### config.mk
export PLATFORM = sky130hd
export DESIGN_NAME = qualified_period_to_frequency
export DESIGN_NICKNAME = d
export VERILOG_FILES = /design/src/hdl/qpf_pkg.sv /design/src/hdl/qpf_div.sv /design/src/hdl/qualified_period_to_frequency.sv
export VERILOG_INCLUDE_DIRS = /design/src /design/src/hdl
export SDC_FILE = /design/constraint.sdc
export NUM_CORES = 1
export LEC_CHECK = 0
export BUFFER_PORTS_ARGS = -buffer_cell sky130_fd_sc_hd__buf_2
export CAP_MARGIN = 30
export CORE_UTILIZATION = 50
export CTS_CLUSTER_DIAMETER = 40
export CTS_CLUSTER_SIZE = 8
export DETAILED_ROUTE_END_ITERATION = 8
export GPL_TIMING_DRIVEN = 0
export PLACE_DENSITY = 0.7
export SYNTH_ARGS = -nofsm -noshare
export SYNTH_HDL_FRONTEND = slang
export SYNTH_HIERARCHICAL = 1
export SYNTH_SLANG_ARGS = --single-unit
### constraint.sdc
create_clock -name clk -period 13.15 [get_ports clk]
set_clock_uncertainty 0.2 [all_clocks]
set_input_delay 1.315 -clock clk [delete_from_list [all_inputs] [get_ports clk]]
set_output_delay 1.315 -clock clk [all_outputs]
set_load 0.02 [all_outputs]
### src/hdl/qualified_period_to_frequency_macros.svh
// assertion macros used by the asserting module
`ifndef QUALIFIED_PERIOD_TO_FREQUENCY_MACROS_SVH
`define QUALIFIED_PERIOD_TO_FREQUENCY_MACROS_SVH

// same-cycle implication, sampled on clk, off while in reset
`define QPF_ASSERT_NOW(label, ante, cons) \
    label: assert property (@(posedge clk) disable iff (!rst_n) (ante) |-> (cons)) \
        else $error("qpf check failed");

// next-cycle implication, sampled on clk, off while in reset
`define QPF_ASSERT_NEXT(label, ante, cons) \
    label: assert property (@(posedge clk) disable iff (!rst_n) (ante) |=> (cons)) \
        else $error("qpf check failed");

`endif

### src/hdl/qpf_pkg.sv
`default_nettype none

package qpf_pkg;

    // field widths
    localparam int PERIOD_W = 16;
    localparam int SUM_W    = 18;
    localparam int REF_W    = 26;
    localparam int HUND_W   = 17;
    localparam int REM_W    = 7;

    // reset value of the reference clock register
    localparam logic [REF_W-1:0] REF_RESET_HZ = 26'd48000000;

    // divisor used to split the frequency into hundreds and remainder
    localparam int FREQ_SPLIT = 100;

    // periods per acquisition, counted 0..3
    localparam logic [1:0] LAST_COUNT = 2'd3;

    // shared divider: one quotient bit per cycle
    localparam int DIV_STEPS = REF_W;
    localparam int CNT_W     = $clog2(DIV_STEPS);

    // divider request from the sequencer
    typedef struct packed {
        logic               start;
        logic [REF_W-1:0]   dividend;
        logic [PERIOD_W-1:0] divisor;
    } div_req_t;

    // divider status back to the sequencer
    typedef struct packed {
        logic busy;
        logic done;
    } div_status_t;

    // sequencer states
    typedef enum logic [1:0] {
        ST_IDLE,
        ST_DIV_REF,
        ST_DIV_HUND,
        ST_OUT
    } state_t;

endpackage

`default_nettype wire

### src/hdl/qpf_div.sv
`default_nettype none

module qpf_div (
    input  logic                          clk,
    input  logic                          rst_n,
    input  qpf_pkg::div_req_t             req,
    output qpf_pkg::div_status_t          status,
    output logic [qpf_pkg::REF_W-1:0]     quotient,
    output logic [qpf_pkg::PERIOD_W-1:0]  remainder
);
    import qpf_pkg::*;

    logic                busy_reg;
    logic                done_reg;
    logic [CNT_W-1:0]    count_reg;
    logic [REF_W-1:0]    work_reg;
    logic [PERIOD_W-1:0] rem_reg;
    logic [PERIOD_W-1:0] divisor_reg;

    logic [PERIOD_W:0]   trial;
    logic [PERIOD_W:0]   trial_diff;
    logic                fits;
    logic [PERIOD_W-1:0] rem_next;
    logic [REF_W-1:0]    work_next;

    // one restoring step: shift in the next dividend bit, subtract if it fits
    always_comb
    begin
        trial      = {rem_reg, work_reg[REF_W-1]};
        trial_diff = trial - {1'b0, divisor_reg};
        fits       = (trial >= {1'b0, divisor_reg});
        rem_next   = fits ? trial_diff[PERIOD_W-1:0] : trial[PERIOD_W-1:0];
        work_next  = {work_reg[REF_W-2:0], fits};
    end

    // step counter and handshake with the sequencer
    always_ff @(posedge clk or negedge rst_n)
    begin
        if (!rst_n)
        begin
            busy_reg  <= 1'b0;
            done_reg  <= 1'b0;
            count_reg <= '0;
        end
        else if (req.start)
        begin
            busy_reg  <= 1'b1;
            done_reg  <= 1'b0;
            count_reg <= CNT_W'(DIV_STEPS - 1);
        end
        else if (busy_reg)
        begin
            if (count_reg == '0)
            begin
                busy_reg <= 1'b0;
                done_reg <= 1'b1;
            end
            else
            begin
                count_reg <= count_reg - 1'b1;
            end
        end
        else
        begin
            done_reg <= 1'b0;
        end
    end

    // operand and partial remainder registers
    always_ff @(posedge clk)
    begin
        if (req.start)
        begin
            work_reg    <= req.dividend;
            rem_reg     <= '0;
            divisor_reg <= req.divisor;
        end
        else if (busy_reg)
        begin
            work_reg <= work_next;
            rem_reg  <= rem_next;
        end
    end

    assign status.busy = busy_reg;
    assign status.done = done_reg;
    assign quotient    = work_reg;
    assign remainder   = rem_reg;

endmodule

`default_nettype wire

### src/hdl/qualified_period_to_frequency.sv
// a period that does not complete an acquisition is taken while the block stays idle
// the fourth qualified period starts two divider passes; the reading then waits for a free output
// one period per cycle while idle; the input is stalled from each fourth qualified period until
// its reading is loaded; the busy time is set by the shared restoring divider and the output stall
// reset: asynchronous, active low; clears the acquisition and the output valid,
// and loads the reference clock register with 48000000
`default_nettype none

`include "qualified_period_to_frequency_macros.svh"

module qualified_period_to_frequency (
    input  logic                          clk,
    input  logic                          rst_n,
    input  logic                          cfg_valid,
    output logic                          cfg_ready,
    input  logic [qpf_pkg::REF_W-1:0]     reference_clock_hz,
    input  logic                          in_valid,
    output logic                          in_stall,
    input  logic [qpf_pkg::PERIOD_W-1:0]  period_ticks,
    output logic                          out_valid,
    input  logic                          out_stall,
    output logic [qpf_pkg::HUND_W-1:0]    frequency_hundreds,
    output logic [qpf_pkg::REM_W-1:0]     frequency_remainder,
    output logic [qpf_pkg::PERIOD_W-1:0]  average_period
);
    import qpf_pkg::*;

    state_t              state_reg;
    state_t              state_next;

    logic [REF_W-1:0]    ref_clk_reg;
    logic [1:0]          accepted_count_reg;
    logic [PERIOD_W-1:0] previous_period_reg;
    logic [SUM_W-1:0]    period_sum_reg;
    logic [PERIOD_W-1:0] avg_reg;

    logic                out_valid_reg;
    logic [HUND_W-1:0]   frequency_hundreds_reg;
    logic [REM_W-1:0]    frequency_remainder_reg;
    logic [PERIOD_W-1:0] average_period_reg;

    logic                in_fire;
    logic                out_free;
    logic                out_load;
    logic [PERIOD_W-1:0] diff;
    logic [PERIOD_W:0]   diff_p1;
    logic [PERIOD_W+4:0] diff_x10;
    logic                close;
    logic                fourth;
    logic [SUM_W-1:0]    sum_plus;
    logic [PERIOD_W-1:0] avg_next;

    div_req_t            div_req;
    div_status_t         div_status;
    logic [REF_W-1:0]    div_quotient;
    logic [PERIOD_W-1:0] div_remainder;

    // shared divider, used for reference / average and then for the split by 100
    qpf_div u_div (
        .clk       (clk),
        .rst_n     (rst_n),
        .req       (div_req),
        .status    (div_status),
        .quotient  (div_quotient),
        .remainder (div_remainder)
    );

    // handshakes
    assign cfg_ready = 1'b1;
    assign in_stall  = (state_reg != ST_IDLE);
    assign in_fire   = in_valid && !in_stall;
    assign out_free  = !out_valid_reg || !out_stall;
    assign out_load  = (state_reg == ST_OUT) && out_free;

    // qualification: |p - prev| < prev/10 is the same as 10*(|p - prev| + 1) <= prev
    always_comb
    begin
        diff     = (period_ticks > previous_period_reg) ?
                   (period_ticks - previous_period_reg) :
                   (previous_period_reg - period_ticks);
        diff_p1  = {1'b0, diff} + 1'b1;
        diff_x10 = {1'b0, diff_p1, 3'b000} + {3'b000, diff_p1, 1'b0};
        close    = (diff_x10 <= {5'b00000, previous_period_reg});
        fourth   = (accepted_count_reg == LAST_COUNT) && close;
        sum_plus = period_sum_reg + {2'b00, period_ticks};
        avg_next = sum_plus[SUM_W-1:2];
    end

    // sequencer state register
    always_ff @(posedge clk or negedge rst_n)
    begin
        if (!rst_n)
        begin
            state_reg <= ST_IDLE;
        end
        else
        begin
            state_reg <= state_next;
        end
    end

    // sequencer next state and divider requests
    always_comb
    begin
        state_next       = state_reg;
        div_req.start    = 1'b0;
        div_req.dividend = ref_clk_reg;
        div_req.divisor  = avg_next;
        case (state_reg)
            ST_IDLE:
            begin
                if (in_fire && fourth)
                begin
                    div_req.start = 1'b1;
                    state_next    = ST_DIV_REF;
                end
            end
            ST_DIV_REF:
            begin
                // a zero average gives a zero frequency
                div_req.dividend = (avg_reg == '0) ? '0 : div_quotient;
                div_req.divisor  = PERIOD_W'(FREQ_SPLIT);
                if (div_status.done)
                begin
                    div_req.start = 1'b1;
                    state_next    = ST_DIV_HUND;
                end
            end
            ST_DIV_HUND:
            begin
                div_req.divisor = PERIOD_W'(FREQ_SPLIT);
                if (div_status.done)
                begin
                    state_next = ST_OUT;
                end
            end
            ST_OUT:
            begin
                div_req.divisor = PERIOD_W'(FREQ_SPLIT);
                if (out_free)
                begin
                    state_next = ST_IDLE;
                end
            end
            default:
            begin
                state_next = ST_IDLE;
            end
        endcase
    end

    // reference clock register
    always_ff @(posedge clk or negedge rst_n)
    begin
        if (!rst_n)
        begin
            ref_clk_reg <= REF_RESET_HZ;
        end
        else if (cfg_valid && cfg_ready)
        begin
            ref_clk_reg <= reference_clock_hz;
        end
    end

    // acquisition of four qualified periods
    always_ff @(posedge clk or negedge rst_n)
    begin
        if (!rst_n)
        begin
            accepted_count_reg  <= '0;
            previous_period_reg <= '0;
            period_sum_reg      <= '0;
        end
        else if (in_fire)
        begin
            if (accepted_count_reg == '0)
            begin
                previous_period_reg <= period_ticks;
                period_sum_reg      <= {2'b00, period_ticks};
                accepted_count_reg  <= 2'd1;
            end
            else if (!close)
            begin
                accepted_count_reg <= '0;
            end
            else
            begin
                previous_period_reg <= period_ticks;
                period_sum_reg      <= sum_plus;
                accepted_count_reg  <= fourth ? 2'd0 : accepted_count_reg + 1'b1;
            end
        end
    end

    // average of the completed acquisition
    always_ff @(posedge clk)
    begin
        if (in_fire && fourth)
        begin
            avg_reg <= avg_next;
        end
    end

    // output register
    always_ff @(posedge clk or negedge rst_n)
    begin
        if (!rst_n)
        begin
            out_valid_reg <= 1'b0;
        end
        else if (out_load)
        begin
            out_valid_reg <= 1'b1;
        end
        else if (!out_stall)
        begin
            out_valid_reg <= 1'b0;
        end
    end

    always_ff @(posedge clk)
    begin
        if (out_load)
        begin
            frequency_hundreds_reg  <= div_quotient[HUND_W-1:0];
            frequency_remainder_reg <= div_remainder[REM_W-1:0];
            average_period_reg      <= avg_reg;
        end
    end

    assign out_valid           = out_valid_reg;
    assign frequency_hundreds  = frequency_hundreds_reg;
    assign frequency_remainder = frequency_remainder_reg;
    assign average_period      = average_period_reg;

    // divider finishes only while the sequencer waits for it
    `QPF_ASSERT_NOW(a_done_in_div, div_status.done,
        (state_reg == ST_DIV_REF) || (state_reg == ST_DIV_HUND))
    // a completed acquisition starts the first division
    `QPF_ASSERT_NEXT(a_fourth_starts, in_fire && fourth,
        (state_reg == ST_DIV_REF) && div_status.busy)
    // remainder of the split by 100 fits below 100 when loaded
    `QPF_ASSERT_NOW(a_rem_range, out_load,
        div_remainder < PERIOD_W'(FREQ_SPLIT))
    // a qualified average is never below ten
    `QPF_ASSERT_NOW(a_avg_range, out_valid_reg,
        average_period_reg >= PERIOD_W'(10))

endmodule

`default_nettype wire

# Yosys cells after proc, flatten, opt, wreduce, memory -nomap -nowiden
# Cells that the tools add are included.
# op_classes
n_eq_ne,12
reduce_logical,20
order_cmp,3
muxes,32
addsub,8
# ops
operator,n
$mux 26,4
$mux 16,4
$sub 16x16->16,3
$mux 18,2
$add 20x18->21,1
$le 21x16->1,1
$add 18x16->18,1
$add 16x1->17 const B,1
$ge 17x16->1,1
$gt 16x16->1,1
$logic_not 16->1,1
$mux 5,3
$mux 2,7
$mux 1,10
$pmux 2 s4,1
$eq 2x2->1 const B,3
$ne 2x1->1 const B,3
$ne 2x2->1 const B,3
$ne 3x3->1 const B,2
$reduce_and 2->1,3
$reduce_bool 2->1,3
$logic_not 5->1,1
$sub 5x1->5 const B,1
$logic_and 1x1->1,4
other kinds (8),11
# word_totals
regBits,186
wordCells,91
inputBits,47
output_inout_bits,43

# Logic depth before layout (Yosys ltp)
# depth
word_depth,11
mapped_depth,44
ltp_nobuf,40

# Hierarchy
# The synthesis kept the hierarchy.
# modules_own_cells
mod,cells_per_inst,n_inst,area_each_um2
qualified_period_to_frequency,1057,1,9429.0
qpf_div,327,1,3628.5

# Least setup slack after synthesis
# No wires, ideal clock.
# synth_path
path_type,input port to flip-flop
from,input port period_ticks[11] (netlist name)
to,register u_div.work_reg[17] (netlist: u_div/quotient[17]) (data pin)
arrival_time_ns,9.255
required_time_ns,12.690
setup_slack_ns,3.435
path_stages,38
path_cell_list,inv_1 > ha_1 > buf_4 > nand2_2 > o21a_1 > o21ai_2 > mux2_2 > o21a_1 > or2_2 > and3_1 > and3_1 > xnor2_1 > ha_1 > o211ai_1 > nor4_1 > o31a_1 > o21ai_0 > and2_1 > (+2 left out) > ha_1 > a21o_1 > a21o_1 > a221oi_1 > o21ai_0 > a21o_1 > a21o_1 > a21oi_1 > a31oi_1 > a211oi_1 > mux2_2 > o21ai_2 > buf_6 > nor2_1 > a32o_1 > buf_1 > buf_1 > mux2_2
# synth_rtl
element,line_no,rtl
start: declaration,qualified_period_to_frequency.sv:19,"input logic [qpf_pkg::PERIOD_W-1:0] period_ticks,"
end signal: assignment,qpf_div.sv:74,work_reg <= req.dividend;
end signal: assignment,qpf_div.sv:80,work_reg <= work_next;
end: declaration,qpf_div.sv:16,logic [REF_W-1:0] work_reg;

==> reports/results.ini <==
[outcome]
outcome=finished clean

[placed_design]
port_buffers=87
dp.cells=1804
gp_congestion=0.903
pre_cts_ws_ns=2.12
hpwlAfterDp_um=26100

[floorplan]
initial_core_util_pct=51.4
placementRows=58
die-height_um=164
dieArea_mm2=0.0268
coreArea_mm2=0.0254
die_w_um=164
io_pins=90

[global_routing]
grt_antenna_before_repair=0
grt_use_total_pct=25.6
grt_pass1_vias=10700
overflow=0
grt_pass1_wl_um=54100
grt_max_degree=63

[setup_path]
slowest_stage=buf_1
reg2reg_setup_slack_ns=3.19
crit_fanout=10
start_kind=input port
crit_top_cell=a21o_1
worst_setup_path_end_kind=register
cp.required_ns=13.15
max_stage_delay_ns=0.54
reg2reg_depth=36
cp_data_arrival_time_ns=10.67
path_class=input port to register

[run]
max_cap_violations=0

[cells_and_area]
area_delta_synth_final_pct=12.2
nets=1643
fillers=2247
drive_above_1_share_pct=16.3
fin_cells=1836
n_antenna_cell=0
register_area_mm2=0.00508
multiInputGateArea_mm2=0.00719

[clock_network]
cts_root_buf=clkbuf_16
clk_pin_slew_ns=0.08
post_cts_resized=0
htree_levels=4
cts_setup_buffers=0
cts_hold_buf=0
cts_buffers=17
cts_tree=yes
clock_latency_ns=0.45
clock_path_buffers=2
numClockSinks=186

[sta]
fin_tns_setup_ns=0
min_period_ns=10.67
period_share_pct=81.2
drv_slew=0
rsz0062_at_grt=false
hold_violations=0
max_slew.worst_pin.slew_ns=0.883
max_clock_freq_ghz=0.0937
finalSetupViolCount=0
slew_headroom_pct=40.3
setup_ws_ns=2.48

[route]
drtIter0Drc=995
vias=10900
wl_um=33400
drcViolationCount=0
drt_pre_antenna_iters=6
viasPerCell=5.94
routedWlPerCell_um=18.2
ant_nets=0

[min_path]
hold_path_depth=0
min_path_type=register to register

[synthesis]
synth_nets=1533
yosysWarnings=6
synth_area_mm2=0.0131
avgSynthCellArea_um2=9.44
netlist_instances=1383

## path summary, 6_finish.rpt
kind	end	startpoint
setup / recovery	u_div/quotient[18]$_DFFE_PP_	period_ticks[12]
hold / removal	average_period[8]$_DFFE_PP_	avg_reg[8]$_DFFE_PP_
setup reg to reg	u_div/quotient[18]$_DFFE_PP_	previous_period_reg[13]$_DFFE_PN0P_
hold reg to reg	average_period[8]$_DFFE_PP_	avg_reg[8]$_DFFE_PP_
max in group asynchronous	ref_clk_reg[19]$_DFFE_PN1P_	rst_n
min in group asynchronous	period_sum_reg[3]$_DFFE_PN0P_	rst_n
## critical path: cells and delay by family
kind	cells	cell delay, ns
adders and majority gates	3	0.95
muxes	3	1.05
AOI/OAI and AO/OA	17	3.59
and+or+nand+nor	7	1.82
xor gates and xnor gates	2	0.34
buffers and inverters	6	1.59
## per-layer routing
metal / up-vias / track usage [%] / part of all wire [%]
met3: 71 / 2.79 / 4.2
met2: 324 / 44.7 / 49
li1: 5274 / - / -
met4: 0 / 12.7 / 3.6
met5: - / 0 / 0
met1: 5239 / 31.2 / 43
## placed cells by master (no fill, tap or decap), types with 21 or more instances in the layout
cell,count
o21ai_0,100
buf_2,95
nor3_1,30
dfrtp_1,62
mux2_2,29
nor2_1,85
a21oi_1,70
ha_1,98
xnor2_1,46
and2_1,21
edfxtp_1,98
a21o_1,29
nor4_1,29
nand3_1,26
mux2i_1,22
a211oi_1,42
inv_1,118
nand2_1,120
clkbuf_1,29
## cell type report
type,count,share of cell area (%)
Multi-Input combinational cell,1017,49.1
Clock buffer,17,2.90
Sequential cell,186,34.7
Clock inverter,15,1.44
Timing Repair Buffer,91,3.66
Inverter,119,3.05
Buffer,61,2.36
Tap cell,330,2.82
## per-stage QoR
step	util, %	hold slack, ns	area [µm²]
2_1_floorplan	-	0.227	13100
3_3_place_gp	54.7	0.233	13900
3_5_place_dp	55.2	0.236	14000
4_1_cts	57.7	0.250	14600
5_1_grt	57.7	0.272	14600
6_report	57.7	0.249	14600
Power is not shown: default switching activity piles up to over one toggle a cycle in this logic, so the estimate is an artifact.
